--- config.mk ---
export PLATFORM = sky130hd
export DESIGN_NAME = stepper_trapezoid_move_generator_top
export DESIGN_NICKNAME = d
export VERILOG_FILES = /design/src/hw/rtl/stmg_pkg.sv /design/src/hw/rtl/stmg_div.sv /design/src/hw/rtl/stepper_trapezoid_move_generator_top.sv
export SDC_FILE = /design/constraint.sdc
export NUM_CORES = 1
export LEC_CHECK = 0
export BUFFER_PORTS_ARGS = -buffer_cell sky130_fd_sc_hd__clkbuf_2
export CAP_MARGIN = 0
export CORE_ASPECT_RATIO = 0.7
export CORE_MARGIN = 2
export CORE_UTILIZATION = 45
export DETAILED_ROUTE_END_ITERATION = 12
export GPL_ROUTABILITY_DRIVEN = 0
export PLACE_DENSITY = 0.62
export SETUP_SLACK_MARGIN = 0.05
export SLEW_MARGIN = 0
export SYNTH_ARGS = -nofsm -noshare
export SYNTH_HDL_FRONTEND = slang
export SYNTH_SLANG_ARGS = --single-unit
--- constraint.sdc ---
create_clock -name clk_i -period 12.31 [get_ports clk_i]
set_input_delay 1.8465 -clock clk_i [delete_from_list [all_inputs] [get_ports clk_i]]
set_output_delay 1.8465 -clock clk_i [all_outputs]
set_load 0.01 [all_outputs]
--- src/hw/rtl/stmg_pkg.sv ---
// shared types and constants of the trapezoid step generator
// payload structs, command and register codes, divider request types; no dependencies
`default_nettype none

package stmg_pkg;

  localparam int unsigned PosBits   = 32;
  localparam int unsigned CountBits = 16;
  localparam int unsigned RampBits  = 8;
  localparam int unsigned ProdBits  = RampBits + CountBits;
  localparam int unsigned DivCntBits = $clog2(ProdBits);

  localparam logic [1:0] CmdTick = 2'd0;
  localparam logic [1:0] CmdGoto = 2'd1;
  localparam logic [1:0] CmdMove = 2'd2;
  localparam logic [1:0] CmdZero = 2'd3;

  localparam logic [1:0] RegCruise  = 2'd0;
  localparam logic [1:0] RegSlowest = 2'd1;
  localparam logic [1:0] RegRamp    = 2'd2;

  localparam logic [CountBits-1:0] CruiseReset  = 16'd2000;
  localparam logic [CountBits-1:0] SlowestReset = 16'd10000;
  localparam logic [RampBits-1:0]  RampReset    = 8'd50;

  typedef struct packed {
    logic [1:0]                command;
    logic signed [PosBits-1:0] target;
    logic                      move_dir;
    logic [CountBits-1:0]      move_count;
    logic [CountBits-1:0]      move_delay;
  } in_item_t;

  typedef struct packed {
    logic                      step_pulse;
    logic                      dir_out;
    logic signed [PosBits-1:0] position_now;
    logic                      moving;
    logic [PosBits-1:0]        steps_total;
    logic                      rejected;
  } out_item_t;

  typedef struct packed {
    logic                 start;
    logic [RampBits-1:0]  idx;
    logic [CountBits-1:0] span;
    logic [RampBits-1:0]  divisor;
  } div_req_t;

  typedef struct packed {
    logic                done;
    logic [ProdBits-1:0] quot;
  } div_rsp_t;

endpackage

`default_nettype wire

--- src/hw/rtl/stmg_div.sv ---
// shared multiply then restoring divide unit: idx * span / divisor, one quotient bit a cycle
// depends on stmg_pkg
`default_nettype none

module stmg_div (
  input  wire logic              clk_i,
  input  wire logic              rst_ni,
  input  wire stmg_pkg::div_req_t req_i,
  output stmg_pkg::div_rsp_t     rsp_o
);

  logic [stmg_pkg::ProdBits-1:0]   acc_q, acc_d;
  logic [stmg_pkg::RampBits-1:0]   rem_q, rem_d;
  logic [stmg_pkg::RampBits-1:0]   dvs_q, dvs_d;
  logic [stmg_pkg::DivCntBits-1:0] cnt_q, cnt_d;
  logic                            busy_q, busy_d;
  logic                            done_q, done_d;

  logic [stmg_pkg::RampBits:0] rem_sh;
  logic [stmg_pkg::RampBits:0] rem_sub;
  logic                        fits;

  always_comb begin
    rem_sh  = {rem_q, acc_q[stmg_pkg::ProdBits-1]};
    rem_sub = rem_sh - {1'b0, dvs_q};
    fits    = rem_sh >= {1'b0, dvs_q};

    acc_d  = acc_q;
    rem_d  = rem_q;
    dvs_d  = dvs_q;
    cnt_d  = cnt_q;
    busy_d = busy_q;
    done_d = 1'b0;

    if (req_i.start) begin
      // product of an 8 bit index and a 16 bit span
      acc_d  = stmg_pkg::ProdBits'(req_i.idx) * stmg_pkg::ProdBits'(req_i.span);
      rem_d  = '0;
      dvs_d  = req_i.divisor;
      cnt_d  = '0;
      busy_d = 1'b1;
    end else if (busy_q) begin
      acc_d = {acc_q[stmg_pkg::ProdBits-2:0], fits};
      rem_d = fits ? rem_sub[stmg_pkg::RampBits-1:0] : rem_sh[stmg_pkg::RampBits-1:0];
      cnt_d = cnt_q + 1'b1;
      if (cnt_q == stmg_pkg::DivCntBits'(stmg_pkg::ProdBits - 1)) begin
        busy_d = 1'b0;
        done_d = 1'b1;
      end
    end
  end

  always_ff @(posedge clk_i or negedge rst_ni) begin
    if (!rst_ni) begin
      acc_q  <= '0;
      rem_q  <= '0;
      dvs_q  <= '0;
      cnt_q  <= '0;
      busy_q <= 1'b0;
      done_q <= 1'b0;
    end else begin
      acc_q  <= acc_d;
      rem_q  <= rem_d;
      dvs_q  <= dvs_d;
      cnt_q  <= cnt_d;
      busy_q <= busy_d;
      done_q <= done_d;
    end
  end

  assign rsp_o.done = done_q;
  assign rsp_o.quot = acc_q;

endmodule

`default_nettype wire

--- src/hw/rtl/stepper_trapezoid_move_generator_top.sv ---
// top level of the trapezoid step generator: command sequencer, motion state, config registers
// depends on stmg_pkg and stmg_div
`default_nettype none

// Step and direction generator driven by one-tick beats. Each input beat (tick, goto, constant
// move, zero position) yields exactly one output beat carrying the step pulse, direction,
// position, busy flag, step total and a rejected flag. Most beats pass from acceptance through the
// command register into the output register; a tick that issues a step inside an acceleration or
// deceleration ramp also waits on the shared multiply and bit-serial divide unit
// that forms index * span / ramp length at one quotient bit per cycle. The input is ready
// only while the sequencer is idle and the output register is free or being drained.
// Configuration writes are always taken and should only be issued while no move is running.
module stepper_trapezoid_move_generator_top (
  input  wire logic                clk_i,
  input  wire logic                rst_ni,
  input  wire logic                in_valid_i,
  output logic                     in_ready_o,
  input  wire stmg_pkg::in_item_t  in_data_i,
  output logic                     out_valid_o,
  input  wire logic                out_ready_i,
  output stmg_pkg::out_item_t      out_data_o,
  input  wire logic                cfg_valid_i,
  output logic                     cfg_ready_o,
  input  wire logic [1:0]          cfg_index_i,
  input  wire logic [15:0]         cfg_data_i
);

  typedef enum logic [1:0] {
    ST_IDLE,
    ST_EXEC,
    ST_DIV
  } state_e;

  typedef enum logic [1:0] {
    PH_ACCEL,
    PH_CRUISE,
    PH_DECEL,
    PH_FINAL
  } phase_e;

  localparam int unsigned CB = stmg_pkg::CountBits;
  localparam int unsigned PB = stmg_pkg::PosBits;
  localparam int unsigned RB = stmg_pkg::RampBits;

  // skip phases of zero length
  function automatic phase_e live_phase(input phase_e p, input logic [CB-1:0] cl,
                                        input logic [RB-1:0] rl);
    phase_e r;
    r = p;
    if (r == PH_ACCEL && rl == '0) r = PH_CRUISE;
    if (r == PH_CRUISE && cl == '0) r = PH_DECEL;
    if (r == PH_DECEL && rl == '0) r = PH_FINAL;
    return r;
  endfunction

  state_e               state_q, state_d;
  stmg_pkg::in_item_t   item_q, item_d;
  stmg_pkg::out_item_t  out_q, out_d;
  logic                 out_valid_q, out_valid_d;

  logic [CB-1:0]        cruise_cfg_q, cruise_cfg_d;
  logic [CB-1:0]        slow_cfg_q, slow_cfg_d;
  logic [RB-1:0]        ramp_cfg_q, ramp_cfg_d;

  logic [PB-1:0]        pos_q, pos_d;
  logic [PB-1:0]        total_q, total_d;
  logic                 dir_q, dir_d;
  logic                 busy_q, busy_d;
  phase_e               phase_q, phase_d;
  logic [CB-1:0]        idx_q, idx_d;
  logic [RB-1:0]        ramp_len_q, ramp_len_d;
  logic [CB-1:0]        cruise_len_q, cruise_len_d;
  logic [CB-1:0]        wait_q, wait_d;
  logic [CB-1:0]        fixed_q, fixed_d;

  stmg_pkg::div_req_t   div_req;
  stmg_pkg::div_rsp_t   div_rsp;

  stmg_div u_div (
    .clk_i  (clk_i),
    .rst_ni (rst_ni),
    .req_i  (div_req),
    .rsp_o  (div_rsp)
  );

  logic [CB-1:0] span;
  logic [PB-1:0] diff;
  logic [PB-1:0] mag;
  logic [CB-1:0] count;
  logic [CB-1:0] start_count;
  logic [RB-1:0] start_rl;
  logic [CB-1:0] half;
  logic          do_start;
  logic          do_step;
  logic [CB-1:0] step_delay;
  logic [CB:0]   idx_inc;
  logic [CB-1:0] phase_len;
  phase_e        succ;
  logic          pulse;
  logic          rej;
  logic          finish;
  logic [CB-1:0] part;

  assign in_ready_o  = (state_q == ST_IDLE) && (!out_valid_q || out_ready_i);
  assign cfg_ready_o = 1'b1;
  assign out_valid_o = out_valid_q;
  assign out_data_o  = out_q;

  always_comb begin
    span        = (slow_cfg_q >= fixed_q) ? slow_cfg_q - fixed_q : '0;
    part        = div_rsp.quot[CB-1:0];
    diff        = PB'(item_q.target) - pos_q;
    mag         = diff[PB-1] ? (~diff + 1'b1) : diff;
    count       = (|mag[PB-1:CB]) ? {CB{1'b1}} : mag[CB-1:0];
    half        = count >> 1;
    start_count = '0;
    start_rl    = '0;
    do_start    = 1'b0;
    do_step     = 1'b0;
    step_delay  = fixed_q;
    idx_inc     = '0;
    phase_len   = '0;
    succ        = PH_FINAL;
    pulse       = 1'b0;
    rej         = 1'b0;
    finish      = 1'b0;

    state_d      = state_q;
    item_d       = item_q;
    out_d        = out_q;
    out_valid_d  = out_valid_q;
    cruise_cfg_d = cruise_cfg_q;
    slow_cfg_d   = slow_cfg_q;
    ramp_cfg_d   = ramp_cfg_q;
    pos_d        = pos_q;
    total_d      = total_q;
    dir_d        = dir_q;
    busy_d       = busy_q;
    phase_d      = phase_q;
    idx_d        = idx_q;
    ramp_len_d   = ramp_len_q;
    cruise_len_d = cruise_len_q;
    wait_d       = wait_q;
    fixed_d      = fixed_q;

    div_req.start   = 1'b0;
    div_req.idx     = idx_q[RB-1:0];
    div_req.span    = span;
    div_req.divisor = ramp_len_q;

    if (cfg_valid_i) begin
      unique case (cfg_index_i)
        stmg_pkg::RegCruise:  cruise_cfg_d = cfg_data_i;
        stmg_pkg::RegSlowest: slow_cfg_d   = cfg_data_i;
        stmg_pkg::RegRamp:    ramp_cfg_d   = cfg_data_i[RB-1:0];
        default: ;
      endcase
    end

    if (out_valid_q && out_ready_i) out_valid_d = 1'b0;

    unique case (state_q)
      ST_IDLE: begin
        if (in_valid_i && in_ready_o) begin
          item_d  = in_data_i;
          state_d = ST_EXEC;
        end
      end
      ST_EXEC: begin
        finish = 1'b1;
        if (item_q.command != stmg_pkg::CmdTick && busy_q) begin
          rej = 1'b1;
        end else begin
          unique case (item_q.command)
            stmg_pkg::CmdGoto: begin
              if (diff != '0) begin
                dir_d       = diff[PB-1];
                start_rl    = (half < CB'(ramp_cfg_q)) ? half[RB-1:0] : ramp_cfg_q;
                start_count = count;
                fixed_d     = (cruise_cfg_q < slow_cfg_q) ? cruise_cfg_q : slow_cfg_q;
                do_start    = 1'b1;
              end
            end
            stmg_pkg::CmdMove: begin
              dir_d       = item_q.move_dir;
              start_rl    = '0;
              start_count = item_q.move_count;
              fixed_d     = item_q.move_delay;
              do_start    = 1'b1;
            end
            stmg_pkg::CmdZero: begin
              pos_d = '0;
            end
            default: begin
              if (busy_q) begin
                if (wait_q != '0) begin
                  wait_d = wait_q - 1'b1;
                  if (wait_q == CB'(1) && phase_q == PH_FINAL) busy_d = 1'b0;
                end else if (phase_q == PH_FINAL) begin
                  busy_d = 1'b0;
                end else if (phase_q == PH_CRUISE || ramp_len_q == '0) begin
                  do_step    = 1'b1;
                  step_delay = fixed_q;
                end else begin
                  // ramp delay needs the divider
                  div_req.start = 1'b1;
                  finish        = 1'b0;
                  state_d       = ST_DIV;
                end
              end
            end
          endcase
        end
        if (finish) state_d = ST_IDLE;
      end
      ST_DIV: begin
        if (div_rsp.done) begin
          do_step    = 1'b1;
          step_delay = (phase_q == PH_ACCEL) ? slow_cfg_q - part : fixed_q + part;
          finish     = 1'b1;
          state_d    = ST_IDLE;
        end
      end
      default: state_d = ST_IDLE;
    endcase

    if (do_start) begin
      ramp_len_d   = start_rl;
      cruise_len_d = start_count - {{(CB-RB-1){1'b0}}, start_rl, 1'b0};
      wait_d       = '0;
      idx_d        = '0;
      phase_d      = live_phase(PH_ACCEL, cruise_len_d, start_rl);
      busy_d       = (phase_d != PH_FINAL);
    end

    if (do_step) begin
      pulse   = 1'b1;
      pos_d   = dir_q ? pos_q - 1'b1 : pos_q + 1'b1;
      total_d = total_q + 1'b1;
      wait_d  = step_delay;
      idx_inc = {1'b0, idx_q} + 1'b1;
      unique case (phase_q)
        PH_ACCEL: begin
          phase_len = CB'(ramp_len_q);
          succ      = PH_CRUISE;
        end
        PH_CRUISE: begin
          phase_len = cruise_len_q;
          succ      = PH_DECEL;
        end
        PH_DECEL: begin
          phase_len = CB'(ramp_len_q);
          succ      = PH_FINAL;
        end
        default: begin
          phase_len = '0;
          succ      = PH_FINAL;
        end
      endcase
      if (idx_inc >= {1'b0, phase_len}) begin
        phase_d = live_phase(succ, cruise_len_q, ramp_len_q);
        idx_d   = '0;
      end else begin
        idx_d = idx_inc[CB-1:0];
      end
      if (phase_d == PH_FINAL && step_delay == '0) busy_d = 1'b0;
    end

    if (finish) begin
      out_valid_d        = 1'b1;
      out_d.step_pulse   = pulse;
      out_d.dir_out      = dir_d;
      out_d.position_now = pos_d;
      out_d.moving       = busy_d;
      out_d.steps_total  = total_d;
      out_d.rejected     = rej;
    end
  end

  always_ff @(posedge clk_i or negedge rst_ni) begin
    if (!rst_ni) begin
      state_q      <= ST_IDLE;
      item_q       <= '0;
      out_q        <= '0;
      out_valid_q  <= 1'b0;
      cruise_cfg_q <= stmg_pkg::CruiseReset;
      slow_cfg_q   <= stmg_pkg::SlowestReset;
      ramp_cfg_q   <= stmg_pkg::RampReset;
      pos_q        <= '0;
      total_q      <= '0;
      dir_q        <= 1'b0;
      busy_q       <= 1'b0;
      phase_q      <= PH_ACCEL;
      idx_q        <= '0;
      ramp_len_q   <= '0;
      cruise_len_q <= '0;
      wait_q       <= '0;
      fixed_q      <= '0;
    end else begin
      state_q      <= state_d;
      item_q       <= item_d;
      out_q        <= out_d;
      out_valid_q  <= out_valid_d;
      cruise_cfg_q <= cruise_cfg_d;
      slow_cfg_q   <= slow_cfg_d;
      ramp_cfg_q   <= ramp_cfg_d;
      pos_q        <= pos_d;
      total_q      <= total_d;
      dir_q        <= dir_d;
      busy_q       <= busy_d;
      phase_q      <= phase_d;
      idx_q        <= idx_d;
      ramp_len_q   <= ramp_len_d;
      cruise_len_q <= cruise_len_d;
      wait_q       <= wait_d;
      fixed_q      <= fixed_d;
    end
  end

endmodule

`default_nettype wire

# --- After elaboration in Yosys (flattened, before gate mapping) ---
# Index checks and enable logic that the tools add are counted.
classes:
  add_sub_neg: 13
  multipliers: 1
  order_cmp: 5
  eq_ne: 29
  n_mux: 123
  bitwise: 2
  reduce_logical: 43
op_table:
  columns: ["cell", "count"]
  rows:
  - ["$mux 16", 21]
  - ["$mux 32", 7]
  - ["$add 32x1->32 const B", 3]
  - ["$pmux 16 s2", 3]
  - ["$mux 8", 8]
  - ["$mux 2", 26]
  - ["$logic_not 16->1", 3]
  - ["$mux 1", 48]
  - ["$mux 24", 2]
  - ["$not 32->32", 1]
  - ["$reduce_bool 32->1", 1]
  - ["$sub 16x16->16", 2]
  - ["$sub 32x1->32 const B", 1]
  - ["$sub 32x32->32", 1]
  - ["$mul 8x16->24", 1]
  - ["$ne 3x3->1 const B", 7]
  - ["$eq 2x2->1 const B", 9]
  - ["$add 16x1->17 const B", 1]
  - ["$ge 17x16->1", 1]
  - ["$add 16x16->16", 1]
  - ["$eq 16x1->1 const B", 1]
  - ["$ge 16x16->1", 1]
  - ["$logic_not 8->1", 2]
  - ["$lt 16x16->1", 1]
  - ["30 further kinds", 64]
totals:
  regBits: 365
  input_bits: 90
  out_inout_bits: 71
  wordCells: 248

# --- Depth between registers and ports, before layout ---
# Gate-level depths: netlist (run 1).
logic_depth:
  depth_word: 30
  depth_mapped: 48

# --- Hierarchy ---
# From an unflattened synthesis (run 1), not the netlist that was laid out.
hier_totals:
  cells_unflattened: 3131
  hier_area_um2: 28828.9
by_module_without_submodules:
  columns: ["mod", "instances", "cells_per_inst", "area_each_um2"]
  rows:
  - ["stepper_trapezoid_move_generator_top", 1, 2400, 22142.5]
  - ["stmg_div", 1, 731, 6686.4]

# --- Least setup slack after synthesis (run 1) ---
# OpenSTA, ideal clock, no wires.
synth_path:
  path_kind: "reg2reg"
  startpoint: "register pos_q[0]"
  endpoint: "register out_q (netlist bit out_data_o[33])"
  setup_time_ns: 0.129
  arrival_ns: 10.015
  required_time_ns: 12.181
  setup_slack_ns: 2.166
  stages_incl_launch_ff: 46
  path_buffers: 3
  synth_period_minus_slack_ns: 10.144
  cell_sequence: "dfrtp_1 ha_1 fa_1 nand2b_1 a21oi_1 xor2_1 or2_2 nor3b_1 and4_1 buf_2 or4b_4 or3b_1 a211o_1 a21o_1 or3b_4 nor3_2 clkbuf_1 nand2_1 [... 10 more ...] nand3_1 o2111ai_1 ha_1 nor2b_1 o21ai_0 a21boi_0 o21ai_0 a21boi_0 o21a_1 o21ai_0 nand3b_1 a2111oi_0 mux2_2 a31oi_1 nor4_1 and3b_1 nand2_1 o41a_1"
synth_via:
  elab_chain_cells: 30
  word_cells_on_any_way: 43
synth_lines:
  columns: ["element", "line_no", "text"]
  rows:
  - ["start: declaration", "stepper_trapezoid_move_generator_top.sv:65", "logic [PB-1:0] pos_q, pos_d;"]
  - ["start signal: assignment", "stepper_trapezoid_move_generator_top.sv:307", "pos_q <= pos_d;"]
  - ["$sub 32x32->32 *", "stepper_trapezoid_move_generator_top.sv:112", "diff = PB'(item_q.target) - pos_q;"]
  - ["branches (longest 28 deep; another with $add 32x1->32)", null, null]
  - ["$mux 1 *", "stepper_trapezoid_move_generator_top.sv:236", "if (do_step) begin"]
  - ["end signal: assignment", "stepper_trapezoid_move_generator_top.sv:302", "out_q <= out_d;"]
  - ["end: declaration", "stepper_trapezoid_move_generator_top.sv:58", "stmg_pkg::out_item_t out_q, out_d;"]
# Mark *: on every way between the ends. The select of a mux whose other input is x is not followed.
# A chain may end at the register's enable or synchronous reset.

# --- Final worst setup path (run 1) ---
# Ends and elaborated chain as after synthesis.

==> metrics, run 1 <==
crit path time final=11.48 ns; DIE HEIGHT=215 microns; clock slew at reported path FFs=0.07 ns; status=finished clean; top post-synthesis cells by area=dfrtp_1, ha_1, fa_1; final worst slack=0.833 ns; worst skew pair latency=0.59 ns; period utilization=0.932; FFs w/ async S/R, synth=1.00; Post-layout nets=3724; die area=65700 sq um; Max-Cap Viols=0; Core ar.=63000 sq um; RSZ-0062 raised after global routing=no; Place WS=0.731 ns; PD cells=237 nW/um^2; worst slew pin tran=1.42 ns; EDFF count, synth=0; row count=77; reg-to-reg startpoint=pos_q[0]$_DFF_PN0_; first-pass GRT wire length=133000 microns; dpl hpwl=62500 microns; WL per Instance=19.6 microns; Max Buffers Root-to-Sink=3; most area-hungry cell type in the Yosys netlist=dfrtp_1; worst path arrival time=11.94 ns; I/O Pins=161; sequential element share of the synthesized area=0.320; GRT Overall Usage=0.250; final WL=81900 microns; Max IR drop VDD=0.000128 V; clock sink count=365; Setup TNS=0 ns; Residual DRC=0; DR vias/cell=5.81; Congestion Overflow GR=0; reg-to-reg critical path endpoint=out_data_o[33]$_DFFE_PN0P_; endpoint type of the worst setup path=flop; cell area after synthesis=28600 sq um; Die X=305 microns; critical path's slowest cell=or4b_4; Critical Path Fanout Max=17; Crit. path cell count=42; drt initial violations=2252; CP peak stage delay=0.54 ns; Tightest Hold Check Type=reg -> reg; CP delay by family, top=simple AND/OR/NAND/NOR gates; largest net degree at the start of global routing=157; post-synthesis cell count=3229; static leakage=14.9 nW; Yosys cell types=88; Hold Fails Final Rpt=0; final count of pins violating max slew=0; Final Skew=0.0259 ns; Port-buffer cells=159; worst setup path end=out_data_o[33]$_DFFE_PN0P_; Post-synth top flop=dfrtp_1; DRT Pass-1 Iters=6; initial core utilization=0.454; Max Fclk=0.0871 GHz; most frequent CP cell=o21ai_0; initial antenna violation count=2; post-synth top area share=0.307; DR vias=24300; WP data required=12.77 ns; WS Path Type=reg -> reg; CTS H-tree depth=2; CTS tree=built; Max-slew headroom=0.0469; R2R setup slack=0.83 ns; fraction of layout cells with a size suffix above 1=0.137; syn avg cell area=8.87 sq um; post-route ant nets=0; Buf/Inv on CP=0; area growth from synthesis to layout=10.2%; YS warnings=0; startpoint types=flop; Worst Setup SP=pos_q[0]$_DFF_PN0_; path depth of the worst reg2reg path=42; CTS Root Cell=clkbuf_16; vias in the first global route=24000; FF+latch count, synth=365; CTS buffer count=40; # setup viols final=0; hold buffers post-CTS=0; Post-Syn Nets=3629
## cell usage after synthesis (28+ instances only)
cell type and count:
and3_1 35, nor2b_1 28, nor2_1 178, and2_1 79, ha_1 219, a211oi_1 28, fa_1 91, mux2i_1 48
a21oi_1 139, dfrtp_1 351, clkbuf_1 112, a21o_1 48, nand4_1 29, nand3_1 86, mux2_2 149, nand2_1 478
inv_1 246, o21ai_0 202, xor2_1 66, xnor2_1 114, nor3_1 69
## logic make-up (layout without fill, tap and decap cells)
| group | after synthesis | count (layout) | share of synthesized area |
|---|---|---|---|
| compound gates | 680 | 680 | 0.155 |
| xor+xnor | 180 | 180 | 0.0551 |
| fa+ha+maj | 310 | 310 | 0.159 |
| buf+inv | 376 | 501 | 0.0496 |
| flops | 365 | 365 | 0.320 |
| mux | 197 | 197 | 0.0754 |
| other cells | 1 | 2 | 0.000131 |
| simple gates | 1120 | 1120 | 0.186 |
## metrics by stage
stage               std cells   util  hold WS (ns)  power (mW)  instance area (sq um)
global placement         4111  0.480         0.455        5.98                  30200
global route             4184  0.501         0.486        8.01                  31500
detailed placement       4111  0.480         0.454        6.10                  30200
CTS                      4183  0.500         0.467        7.38                  31500
floorplan                3229      -         0.436        4.84                  28600
finish                   4184  0.501         0.468        7.47                  31500
## per-layer routing
metal  share of wire  global-route usage
met2            0.40               0.355
met5               0                   0
met3           0.082              0.0488
met4           0.017              0.0517
met1            0.50               0.390
## cell usage in the layout (no fill, tap or decap), drive strengths merged, types with 114 or more instances in the layout
master and n:
clkbuf 213, inv 250, nand2 479, o21ai 208
xnor2 114, nor2 178, mux2 149, dfrtp 351
ha 219, a21oi 139
## state kept, by name, indices dropped and copies added, names as in the netlist, 2 cells and up
signal,flops
u_div.cnt_q,5
u_div.dvs_q,8
u_div.rem_q,8
ramp_len_q,8
slow_cfg_q,16
phase_q,2
item_q,67
idx_q,16
total_q,32
state_q,2
fixed_q,16
ramp_cfg_q,8
wait_q,16
pos_q,32
u_div.acc_q,24
cruise_len_q,16
out_data_o,68
cruise_cfg_q,16
## worst min-delay path by stage
stage / to / startpoint / depth (start not counted)
floorplan: total_q[31]$_DFF_PN0_ / total_q[31]$_DFF_PN0_ / 1
global placement: total_q[31]$_DFF_PN0_ / total_q[31]$_DFF_PN0_ / 1
detailed placement: total_q[31]$_DFF_PN0_ / total_q[31]$_DFF_PN0_ / 1
CTS: total_q[31]$_DFF_PN0_ / total_q[31]$_DFF_PN0_ / 1
global route: total_q[31]$_DFF_PN0_ / total_q[31]$_DFF_PN0_ / 1
finish: total_q[31]$_DFF_PN0_ / total_q[31]$_DFF_PN0_ / 1
## report_power, final
group | total (mW) | internal [mW] | leakage [nW] | switching (mW)
Clock | 1.23 | 0.698 | 0.643 | 0.532
Sequential | 1.83 | 1.49 | 4.76 | 0.336
Combinational | 4.41 | 1.61 | 9.54 | 2.80
## timing repair
action	4_1_cts	5_1_grt
buffers inserted	0	0
endpoints found under the setup margin	0	4
hold endpoints to repair	0	0
resized for setup	0	3
## area by class of cell
class / count / area, sq um
flip-flops and latches: 365 / 9150
repair buffers: 182 / 991
diodes: 1 / 2.50
clock inverters: 17 / 190
clock buffers: 55 / 1110
inverters: 247 / 927
fillers: 5917 / 31500
multi-input cells: 2488 / 18100
well taps: 829 / 1040
No activity file was read; power rests on OpenSTA's default activity.
==> run 2: changes to the inputs <==
--- a/config.mk
+++ b/config.mk
@@ -8,10 +8,10 @@
 export BUFFER_PORTS_ARGS = -buffer_cell sky130_fd_sc_hd__clkbuf_2
 export CAP_MARGIN = 0
 export CORE_ASPECT_RATIO = 0.7
-export CORE_MARGIN = 2
 export CORE_UTILIZATION = 45
 export DETAILED_ROUTE_END_ITERATION = 12
 export GPL_ROUTABILITY_DRIVEN = 0
+export GPL_TIMING_DRIVEN = 0
 export PLACE_DENSITY = 0.62
 export SETUP_SLACK_MARGIN = 0.05
 export SLEW_MARGIN = 0
==> metrics, run 2 (same netlist as run 1, synthesis figures left out) <==
status=finished with violations; failing checks=capacitance limit, slew limit; clock slew at reported path FFs=0.06 ns (about the same); WP data required=12.76 ns (about the same); final count of pins violating max slew=9 (+9); Critical Path Fanout Max=10 (-7); R2R setup slack=0.74 ns (-0.09 ns); worst skew pair latency=0.58 ns (about the same); clock sink count=365 (unchanged); static leakage=15.1 nW (+0.91%); endpoint type of the worst setup path=flop; period utilization=0.940 (+0.00765); post-route ant nets=0 (unchanged); max reg flops=68 (unchanged); DIE HEIGHT=213 microns (-0.93%); DR vias=24300 (+0.066%); drt initial violations=2444 (+8.5%); I/O Pins=161 (unchanged); Max-slew headroom=-0.0134 (-0.0603); Congestion Overflow GR=0 (unchanged); RSZ-0062 raised after global routing=no; CP peak stage delay=0.57 ns (+0.03 ns); Final Instance Area=32000 sq um (+1.4%); dpl cells=4210 (+2.4%); Placed Area=30500 sq um (+1.1%); vias in the first global route=22800 (-5.3%); GRT Overall Usage=0.259 (+0.00896); Met1 Wirelength=43900 microns (+7.9%); row count=76 (-1.3%); met2 WL=31600 microns (-4.8%); final cell count without fillers=4290 (+2.5%); Residual DRC=0 (unchanged); hold buffers post-CTS=0 (unchanged); initial antenna violation count=0 (-2); path depth of the worst reg2reg path=43 (+2.4%); Met3 Routed Length=6630 microns (-1.2%); final WL=83400 microns (+1.7%); worst slew pin tran=1.51 ns (+0.0898 ns); Tightest Hold Check Type=reg -> reg; fraction of layout cells with a size suffix above 1=0.130 (-0.00683); most frequent CP cell=a21oi_1; DRT Pass-1 Iters=6 (unchanged); Setup TNS=0 ns (unchanged); CTS Root Cell=clkbuf_16; hold_sp=total_q[31]$_DFF_PN0_; PD cells=234 nW/um^2 (-1.2%); # setup viols final=0 (unchanged); dpl hpwl=65300 microns (+4.6%); critical path's slowest cell=or4b_4; WL per Instance=19.4 microns (-0.77%); worst path arrival time=12.03 ns (+0.09 ns); Core Util, Final=0.514 (+0.0136); hold slack=0.460 ns (-0.00858 ns); Max IR drop VDD=0.000135 V (+5.8%); CTS tree=built; Max Buffers Root-to-Sink=3 (unchanged); crit path time final=11.57 ns (+0.0941 ns); Die X=303 microns (-0.65%); DR vias/cell=5.67 (-2.4%); Max Fclk=0.0864 GHz (-0.81%); Max-Cap Viols=1 (+1); Final Skew=0.0210 ns (-0.00485 ns); commonest non-fill, non-tap cell in the layout=nand2_1; Port-buffer cells=159 (unchanged); largest net degree at the start of global routing=111 (-29%); Min-Delay Path Depth=1 (unchanged); startpoint types=flop; commonest cells after routing, fill and taps aside=nand2_1, dfrtp_1, inv_1; CTS buffer count=40 (unchanged); WS Path Type=reg -> reg; Core ar.=62200 sq um (-1.3%); Post-layout nets=3841 (+3.1%); die area=64600 sq um (-1.6%); first-pass GRT wire length=130000 microns (-2.0%); area growth from synthesis to layout=11.7%; initial core utilization=0.460 (+0.00598); reg-to-reg critical path endpoint=out_data_o[33]$_DFFE_PN0P_; highest routed metal layer=met4; CTS H-tree depth=2 (unchanged); Hold Fails Final Rpt=0 (unchanged); hold worst-path end=total_q[31]$_DFF_PN0_; reg-to-reg startpoint=pos_q[0]$_DFF_PN0_
run 2: what timing repair did:
item,4_1_cts,5_1_grt
gates resized for setup,0,21
endpoints found under the setup margin,0,10
setup buffers,0,8
run 2: how the worst max path moves through the flow:
stage | slack (ns) | cells after the start | from | to
final | 0.74 | 43 | pos_q[0]$_DFF_PN0_ | out_data_o[33]$_DFFE_PN0P_
after global routing | 0.06 | 45 | pos_q[0]$_DFF_PN0_ | out_data_o[33]$_DFFE_PN0P_
after CTS | 0.12 | 44 | pos_q[0]$_DFF_PN0_ | out_data_o[33]$_DFFE_PN0P_
after detailed placement | 0.16 | 44 | pos_q[0]$_DFF_PN0_ | out_data_o[33]$_DFFE_PN0P_
after global placement | 0.17 | 44 | pos_q[0]$_DFF_PN0_ | out_data_o[33]$_DFFE_PN0P_
after floorplan | 2.17 | 45 | pos_q[0]$_DFF_PN0_ | out_data_o[33]$_DFFE_PN0P_
run 2: layout make-up:
cell class,instances,area [sq um]
Fill cell,5945,30200
Tap cell,819,1020
Clock inverter,21,211
Antenna cell,2,5.00
Sequential cell,365,9150
Clock buffer,49,1050
Inverter,247,927
Multi-Input combinational cell,2488,18200
Timing Repair Buffer,170,947
Buffer,129,497
run 2: through the flow:
| step | power, mW | setup WS, ns |
|---|---|---|
| 6_report | 7.48 | 0.739 |
| 5_1_grt | 8.03 | 0.0590 |
| 4_1_cts | 7.35 | 0.120 |
| 3_5_place_dp | 6.10 | 0.164 |
| 3_3_place_gp | 6.08 | 0.169 |
| 2_1_floorplan | 4.84 | 2.17 |
run 2: report_power, final:
part | switching (mW) | internal (mW)
Combinational | 2.83 | 1.63
Sequential | 0.319 | 1.49
Clock | 0.532 | 0.677
Total | 3.68 | 3.80
run 2: routing by layer:
layer	track usage	vias up
li1	-	11700
met1	0.426	11700
met2	0.339	742
met3	0.0523	90
met4	0.0491	0
met5	0	-
run 2: critical path, delay by kind of cell, from the launching register on:
kind | cells | cell delay (ns)
AO/OA/AOI/OAI | 18 | 4.80
AND/OR/NAND/NOR | 16 | 3.82
adder cells (fa/ha/maj) | 5 | 1.54
buffers and inverters | 3 | 0.60
flip-flops | 1 | 0.43
XOR/XNOR | 1 | 0.25
